$ cat src/rtl/smp_pkg.sv
// ----------------------------------------------------------------------------
// smp_pkg
// Shared types and constants for the string mismatch percentage block.
// ----------------------------------------------------------------------------
package smp_pkg;

	// Default for the saturation limit of the position counters.
	localparam int MAX_LEN_DEF = 1024;

	// Width of the percentage result, 0..100.
	localparam int Q_W = 7;

	// Commands from the controller to the datapath.
	typedef struct packed {
		logic accept;    // an input item is taken this cycle
		logic capture;   // the accepted item is the last one: freeze counters
		logic prep;      // form the dividend and the aligned divisor
		logic step;      // one restoring divide step
		logic out_load;  // write the result into the output register
	} smp_cmd_t;

endpackage

$ cat src/rtl/smp_ctrl.sv
// ----------------------------------------------------------------------------
// smp_ctrl
// Controller: input and output handshakes and sequencing of the divider.
// ----------------------------------------------------------------------------
module smp_ctrl (
	input  logic            clk,
	input  logic            arst_n,
	input  logic            in_valid,
	input  logic            last,
	input  logic            out_stall,
	output logic            in_stall,
	output logic            out_valid,
	output smp_pkg::smp_cmd_t cmd
);
	import smp_pkg::*;

	localparam int STEP_W = $clog2(Q_W);

	typedef enum logic [3:0] {
		S_IDLE = 4'b0001,
		S_PREP = 4'b0010,
		S_DIV  = 4'b0100,
		S_DONE = 4'b1000
	} state_t;

	state_t            state_q;
	state_t            state_d;
	logic [STEP_W-1:0] step_q;
	logic              out_valid_q;

	assign in_stall  = (state_q != S_IDLE);
	assign out_valid = out_valid_q;

	always_comb begin
		cmd          = '0;
		cmd.accept   = (state_q == S_IDLE) && in_valid;
		cmd.capture  = cmd.accept && last;
		cmd.prep     = (state_q == S_PREP);
		cmd.step     = (state_q == S_DIV);
		cmd.out_load = (state_q == S_DONE) && (!out_valid_q || !out_stall);
	end

	always_comb begin
		state_d = state_q;
		case (state_q)
			S_IDLE: begin
				if (cmd.capture)
					state_d = S_PREP;
			end
			S_PREP: begin
				state_d = S_DIV;
			end
			S_DIV: begin
				if (step_q == STEP_W'(Q_W - 1))
					state_d = S_DONE;
			end
			S_DONE: begin
				if (cmd.out_load)
					state_d = S_IDLE;
			end
			default: begin
				state_d = S_IDLE;
			end
		endcase
	end

	always_ff @(posedge clk or negedge arst_n) begin
		if (!arst_n) begin
			state_q     <= S_IDLE;
			step_q      <= '0;
			out_valid_q <= 1'b0;
		end else begin
			state_q <= state_d;
			if (cmd.prep)
				step_q <= '0;
			else if (cmd.step)
				step_q <= step_q + 1'b1;
			if (cmd.out_load)
				out_valid_q <= 1'b1;
			else if (!out_stall)
				out_valid_q <= 1'b0;
		end
	end

endmodule

$ cat src/rtl/smp_dp.sv
// ----------------------------------------------------------------------------
// smp_dp
// Datapath: position counters, radix-2 restoring divider, output register.
// ----------------------------------------------------------------------------
module smp_dp #(
	parameter int MAX_LEN = smp_pkg::MAX_LEN_DEF
) (
	input  logic                   clk,
	input  logic                   arst_n,
	input  smp_pkg::smp_cmd_t      cmd,
	input  logic [7:0]             left_char,
	input  logic                   left_present,
	input  logic [7:0]             right_char,
	input  logic                   right_present,
	output logic [smp_pkg::Q_W-1:0] distance,
	output logic                   overflow
);
	import smp_pkg::*;

	localparam int CNT_W = $clog2(MAX_LEN + 1);
	// dividend < len * 128, so it fits in CNT_W + Q_W bits
	localparam int DIV_W = CNT_W + Q_W;

	logic [CNT_W-1:0] mis_q, len_q;
	logic             ovf_q;
	logic [CNT_W-1:0] mis_n, len_n;
	logic             ovf_n;
	logic [CNT_W-1:0] fin_mis_q, fin_len_q;
	logic             fin_ovf_q;
	logic [DIV_W-1:0] rem_q, dsh_q, num;
	logic [Q_W-1:0]   quo_q;
	logic             zero_q;
	logic             ge;
	logic             counted, differs;
	logic [Q_W-1:0]   distance_q;
	logic             overflow_q;

	// per-position judgment and saturating counters
	always_comb begin
		counted = left_present | right_present;
		differs = (left_present != right_present) || (left_char != right_char);
		mis_n   = mis_q;
		len_n   = len_q;
		ovf_n   = ovf_q;
		if (counted) begin
			if (len_q == CNT_W'(MAX_LEN)) begin
				ovf_n = 1'b1;
			end else begin
				len_n = len_q + 1'b1;
				if (differs)
					mis_n = mis_q + 1'b1;
			end
		end
	end

	// mis*100 = mis*64 + mis*32 + mis*4, plus half the length for rounding
	assign num = (DIV_W'(fin_mis_q) << 6) + (DIV_W'(fin_mis_q) << 5)
	           + (DIV_W'(fin_mis_q) << 2) + DIV_W'(fin_len_q >> 1);
	assign ge  = (rem_q >= dsh_q);

	always_ff @(posedge clk or negedge arst_n) begin
		if (!arst_n) begin
			mis_q <= '0;
			len_q <= '0;
			ovf_q <= 1'b0;
		end else if (cmd.accept) begin
			if (cmd.capture) begin
				mis_q <= '0;
				len_q <= '0;
				ovf_q <= 1'b0;
			end else begin
				mis_q <= mis_n;
				len_q <= len_n;
				ovf_q <= ovf_n;
			end
		end
	end

	always_ff @(posedge clk) begin
		if (cmd.capture) begin
			fin_mis_q <= mis_n;
			fin_len_q <= len_n;
			fin_ovf_q <= ovf_n;
		end
		if (cmd.prep) begin
			rem_q  <= num;
			dsh_q  <= DIV_W'(fin_len_q) << (Q_W - 1);
			zero_q <= (fin_len_q == '0);
		end else if (cmd.step) begin
			if (ge)
				rem_q <= rem_q - dsh_q;
			dsh_q <= dsh_q >> 1;
			quo_q <= {quo_q[Q_W-2:0], ge};
		end
		if (cmd.out_load) begin
			distance_q <= zero_q ? '0 : quo_q;
			overflow_q <= fin_ovf_q;
		end
	end

	assign distance = distance_q;
	assign overflow = overflow_q;

endmodule

$ cat src/rtl/string_mismatch_percent.sv
// ----------------------------------------------------------------------------
// string_mismatch_percent
// Rounded percentage of mismatching positions between two streamed strings.
// ----------------------------------------------------------------------------
// Each input item is one aligned character pair with a present flag per side.
// A position counts toward the longer length when either side is present and
// is a mismatch when only one side is present or the bytes differ. Items of a
// string are taken one per clock. The item marked last is counted too; then
// the block computes round(mismatch*100/length), 0 for two empty strings, on
// a radix-2 restoring divider that retires one quotient bit per cycle. Input
// is held off after the last item while the dividend is formed, the divider
// steps through the quotient bits and the result is written to the output
// register. The last of these stretches for as long as the previous result
// still waits, stalled, in the output register. The result sits in that
// register until taken, and the next string may already stream in.
// Counters saturate at MAX_LEN counted positions; a counted position beyond
// that sets overflow, and the percentage covers the first MAX_LEN positions.
// ----------------------------------------------------------------------------
module string_mismatch_percent #(
	parameter int MAX_LEN = smp_pkg::MAX_LEN_DEF
) (
	input  logic                    clk,
	input  logic                    arst_n,
	input  logic                    in_valid,
	output logic                    in_stall,
	input  logic [7:0]              left_char,
	input  logic                    left_present,
	input  logic [7:0]              right_char,
	input  logic                    right_present,
	input  logic                    last,
	output logic                    out_valid,
	input  logic                    out_stall,
	output logic [smp_pkg::Q_W-1:0] distance,
	output logic                    overflow
);
	import smp_pkg::*;

	smp_cmd_t cmd;

	// sequencing and both handshakes
	smp_ctrl u_ctrl (
		.clk       (clk),
		.arst_n    (arst_n),
		.in_valid  (in_valid),
		.last      (last),
		.out_stall (out_stall),
		.in_stall  (in_stall),
		.out_valid (out_valid),
		.cmd       (cmd)
	);

	// counters, divider and result register
	smp_dp #(
		.MAX_LEN (MAX_LEN)
	) u_dp (
		.clk           (clk),
		.arst_n        (arst_n),
		.cmd           (cmd),
		.left_char     (left_char),
		.left_present  (left_present),
		.right_char    (right_char),
		.right_present (right_present),
		.distance      (distance),
		.overflow      (overflow)
	);

endmodule

$ cat config.mk
export PLATFORM = sky130hd
export DESIGN_NAME = string_mismatch_percent
export DESIGN_NICKNAME = d
export VERILOG_FILES = /design/src/rtl/smp_pkg.sv /design/src/rtl/smp_ctrl.sv /design/src/rtl/smp_dp.sv /design/src/rtl/string_mismatch_percent.sv
export SDC_FILE = /design/constraint.sdc
export NUM_CORES = 1
export LEC_CHECK = 0
export ABC_CLOCK_PERIOD_IN_PS = 4300
export BUFFER_PORTS_ARGS = -buffer_cell sky130_fd_sc_hd__buf_2
export CELL_PAD_IN_SITES_DETAIL_PLACEMENT = 1
export CELL_PAD_IN_SITES_GLOBAL_PLACEMENT = 1
export CORE_MARGIN = 2
export CORE_UTILIZATION = 40
export DETAILED_ROUTE_END_ITERATION = 6
export PLACE_DENSITY = 0.7
export SYNTH_ARGS = -nofsm -noshare
export SYNTH_HDL_FRONTEND = slang
export SYNTH_SLANG_ARGS = --single-unit
$ cat constraint.sdc
create_clock -name clk -period 4.3 [get_ports clk]
set_input_delay 0.43 -clock clk [delete_from_list [all_inputs] [get_ports clk]]
set_output_delay 0.43 -clock clk [all_outputs]
set_load 0.05 [all_outputs]
==> results.md <==
Run status:
- The flow ran to the end, and the final reports show no timing, DRC or antenna violations.

Die:
- The floorplan has 46 rows.
- The die is 132.0 um tall.
- The die covers about 17000 um2.
- The floorplan step defined a core boundary enclosing between 15000 and 20000 um2.
- For this configuration, the core starts out at a cell density of 0.4109.
- The chip width is between 100 and 150 um.
- The I/O pin count is 33.

Placement:
- Counting tap cells, the placed design contains a total of 875 instances.
- The routability congestion estimate is 0.8308.
- The pre-CTS setup slack is 747.0 ps.
- The total of buffers placed on input and output ports is 32.
- The HPWL after detailed placement is about 12 mm.

GRT:
- The total global-route track usage is 0.1809.
- The via count of the first global-routing pass is about 5000.
- The maximum number of pins on one net before global-route repair is 32.
- Global routing finished with a remaining overflow of 0.
- The global-route wire length before repair is 25.30 mm.
- The initial antenna violation count came to 0.

Cells and area:
- The combined area of the multi-input logic cells is 3279 um2.
- The net count reported at finish is 759.
- The layout-stage area growth over the synthesis result is 10.14%.
- In the final layout, the share of cells above drive strength 1 is 0.1037.
- The number of standard cells in the layout, taps in and fillers out is 891.
- The number of fillers in the final layout is 1808.
- The final antenna diode count is 0.
- Measured on the finished design, the core utilization comes to 0.4526.
- Across the whole layout, storage elements account for 2939 um2.

Synthesis:
- Yosys printed 0 warnings.
- The dominant synthesized flop cell is sky130_fd_sc_hd__edfxtp_1.
- The async set or reset register ratio after synthesis is 0.2952.
- The number of nets produced by synthesis is 728.
- The synthesized instance count is 639.
- The average size of a mapped cell is 10.25 um2.
- The unique cell type count in the Yosys netlist is 65.
- The share of the Yosys chip area taken by registers is 0.4486.
- Yosys mapped a number of flops with a built-in enable equal to 68.
- Summing every instance area after synthesis gives 6551 um2.
- The count of state elements after synthesis is 105.

Detailed routing:
- Using the TritonRoute via totals, the vias-per-cell ratio works out to 5.294.
- The antenna violation net count after detailed routing is 0.
- Summed over all layers, the routed wires come to approximately 15 mm.
- For this run, design rule violations remaining after detail routing come to 0.
- The number of vias in the routed layout is between 4000 and 5000.
- The first TritonRoute pass finished after 4 iterations.
- The detailed router finished its first iteration with 151 violations.
- In the final routed layout, each cell accounts on average for 16.88 um.

Run:
- The number of maximum-capacitance constraint violations is 0.

Worst setup path:
- STA classifies the critical path startpoint as a register.
- Of all nets on the critical path, the largest fanout is 4.
- Data on the critical path is required at its endpoint by ~4400 ps.
- On the worst path, the slowest cell contributes a delay of 430 ps.
- The slowest cell on the critical path is sky130_fd_sc_hd__fa_1.
- The cell family contributing the most delay on the critical path is adder cells.
- The number of buffer and inverter instances along the worst setup path is 2.
- Traced cell by cell, the critical path runs through inv_1 > fa_1 > inv_1 > fa_1 > ha_1 > o21ai_1 > o21ai_1 > a41o_1 > a221o_1 > a21oi_2 > xor2_1 > mux2i_1.
- The worst setup path is of the register to register kind.
- The nature of the critical path endpoint is a register.
- At the worst endpoint, the arrival time is 3670 ps.

STA:
- Setup repair after global routing left no endpoint under its margin.
- The upper clock frequency limit is 279.8 MHz.
- Clock skew on the completed layout was measured at about 11 ps.
- The final count of pins violating max slew came to 0.
- Dividing the final minimum period by the clock period gives 0.8312.
- The final hold violation count was 0.
- The minimum clock period is 3574 ps.
- The accumulated negative setup slack is 0 ps.
- The worst setup slack after layout is 725.7 ps.
- Final hold analysis gives a worst-case slack of 125.1 ps.
- Headroom to the max-slew limit came out at 0.2416.
- For the pin with the worst max-slew slack, the measured transition is between 1000 and 1500 ps.
- Setup violations remaining at the end of the flow were counted as 0.

Clock tree:
- The CTS tree is built.
- The quantity of gates resized following cts is 0.
- The number of buffers added to fix hold violations after cts is 0.
- After clock tree synthesis, the clock-pin slew on the worst setup and hold paths is 70 ps.
- Counting the buffers created by CTS gives 9.
- The H-tree depth is 3.
- CTS saw 105 sinks.
- The latest clock arrival within the worst-skew pair is about 360 ps.
- The library cell used as clock root buffer is sky130_fd_sc_hd__clkbuf_16.
- The number of setup buffers added after CTS is 0.
- Counting along the longest clock path gives a buffer depth of 2.

Power:
- For this design the static power due to leakage is 3.163 nW.
- The peak ir drop on the vdd network is roughly 250 uV.
- Dividing total power by cell area gives a power density of 379.0 nW/um2.

Hold path:
- The tightest min-delay check is of the input port to asynchronous set/reset pin type.
layout by cell type (no fill, tap or decap), types with 3 or more instances in the layout:
master / n
sky130_fd_sc_hd__ha_1: 52
sky130_fd_sc_hd__nand4_1: 3
sky130_fd_sc_hd__nor2_1: 31
sky130_fd_sc_hd__dfxtp_1: 6
sky130_fd_sc_hd__o31ai_1: 7
sky130_fd_sc_hd__a211oi_1: 5
sky130_fd_sc_hd__dfrtp_1: 30
sky130_fd_sc_hd__nor2b_1: 12
sky130_fd_sc_hd__buf_4: 3
sky130_fd_sc_hd__a21o_1: 14
sky130_fd_sc_hd__clkbuf_16: 9
sky130_fd_sc_hd__o22ai_1: 11
sky130_fd_sc_hd__xnor2_1: 29
sky130_fd_sc_hd__nor4_1: 4
sky130_fd_sc_hd__nand3_1: 13
sky130_fd_sc_hd__a22o_1: 4
sky130_fd_sc_hd__inv_6: 3
sky130_fd_sc_hd__mux2i_1: 3
sky130_fd_sc_hd__a31oi_1: 4
sky130_fd_sc_hd__xor2_1: 23
sky130_fd_sc_hd__nand2_1: 67
sky130_fd_sc_hd__edfxtp_1: 68
sky130_fd_sc_hd__o21ai_0: 52
sky130_fd_sc_hd__o21a_1: 5
sky130_fd_sc_hd__and3_1: 11
sky130_fd_sc_hd__fa_1: 14
sky130_fd_sc_hd__nor3_1: 4
sky130_fd_sc_hd__a21oi_1: 31
sky130_fd_sc_hd__inv_1: 70
sky130_fd_sc_hd__buf_2: 32
sky130_fd_sc_hd__o21ai_1: 8
cell type report:
type / count / area share
multi-input combinational: 448 / 0.4545
timing repair buffer: 35 / 0.02532
sequential: 105 / 0.4073
clock buffer: 9 / 0.03121
tap: 216 / 0.03745
inverter: 71 / 0.03693
clock inverter: 7 / 0.007283
per-stage QoR:
| stage | instance area (um2) | total power [W] |
|---|---|---|
| after floorplan | 6551 | 0.001774 |
| after global placement | 6938 | 0.001939 |
| after detailed placement | 6938 | 0.001969 |
| after CTS | 7216 | 0.002768 |
| after global routing | 7216 | 0.002901 |
| final | 7216 | 0.002735 |
synth_stat cells, types with 5 or more instances:
cell	instances	area share
sky130_fd_sc_hd__nand2_1	67	0.038
sky130_fd_sc_hd__nor2b_1	12	0.011
sky130_fd_sc_hd__a211oi_1	5	0.0057
sky130_fd_sc_hd__o21ai_1	8	0.0061
sky130_fd_sc_hd__clkbuf_1	10	0.0057
sky130_fd_sc_hd__a21o_1	14	0.016
sky130_fd_sc_hd__o31ai_1	7	0.0080
sky130_fd_sc_hd__dfrtp_1	30	0.11
sky130_fd_sc_hd__a21oi_1	31	0.024
sky130_fd_sc_hd__ha_1	52	0.099
sky130_fd_sc_hd__xnor2_1	29	0.039
sky130_fd_sc_hd__dfxtp_1	6	0.018
sky130_fd_sc_hd__edfxtp_1	68	0.31
sky130_fd_sc_hd__o21a_1	5	0.0057
sky130_fd_sc_hd__o21ai_0	52	0.040
sky130_fd_sc_hd__nor2_1	32	0.018
sky130_fd_sc_hd__inv_1	70	0.040
sky130_fd_sc_hd__xor2_1	23	0.031
sky130_fd_sc_hd__and3_1	11	0.011
sky130_fd_sc_hd__o22ai_1	11	0.011
sky130_fd_sc_hd__fa_1	14	0.043
sky130_fd_sc_hd__nand3_1	13	0.0099
worst reg2reg max path, delay by kind of cell, from the launching register on:
family	cells	cell delay, ps
AOI/OAI and AO/OA	5	1180
adders and majority gates	3	1230
DFF	1	420
muxes	1	90
xor gates and xnor gates	1	170
buffers and inverters	2	230
where the power goes:
group / switching (W) / internal, W
Combinational: 0.000439 / 0.000305
Sequential: 0.0000426 / 0.00116
Clock: 0.000386 / 0.000398
Total: 0.000868 / 0.00187
per-layer routing:
metal | share of wire | GRT usage | wire (um)
met4 | 0.017 | 0.05797 | 263
met2 | 0.49 | 0.3105 | 7435
met1 | 0.46 | 0.2314 | 6890
met3 | 0.030 | 0.03306 | 450
met5 | 0 | 0 | 0
state kept, by name, summed over array words and instances (netlist names), 7 cells and up:
signal          cells
u_dp.len_q         11
u_dp.mis_q         11
u_dp.distance       7
u_dp.rem_q         18
u_dp.quo_q          7
u_dp.fin_mis_q     11
u_dp.fin_len_q     11
u_dp.dsh_q         17
cell families after synthesis:
family,synth area share
xor gates and xnor gates,0.06952
and+or+nand+nor,0.1230
buffers and inverters,0.05118
muxes,0.006303
DFF,0.4486
AOI/OAI and AO/OA,0.1593
adders and majority gates,0.1421
final timing paths:
| kind | from | end | slack, ps | cells past startpoint |
|---|---|---|---|---|
| setup / recovery | u_dp.fin_mis_q[0] | u_dp.rem_q[17] | 730 | 12 |
| hold / removal | arst_n | u_dp.mis_q[7] | 130 | 1 |
| setup reg to reg | u_dp.fin_mis_q[0] | u_dp.rem_q[17] | 730 | 12 |
| hold reg to reg | u_dp.fin_ovf_q | u_dp.overflow | 440 | 0 |
| max in group asynchronous | arst_n | u_ctrl.out_valid | 3690 | 1 |
| min in group clk | out_stall | u_ctrl.out_valid | 300 | 3 |
(Power assumes the default switching activity.)
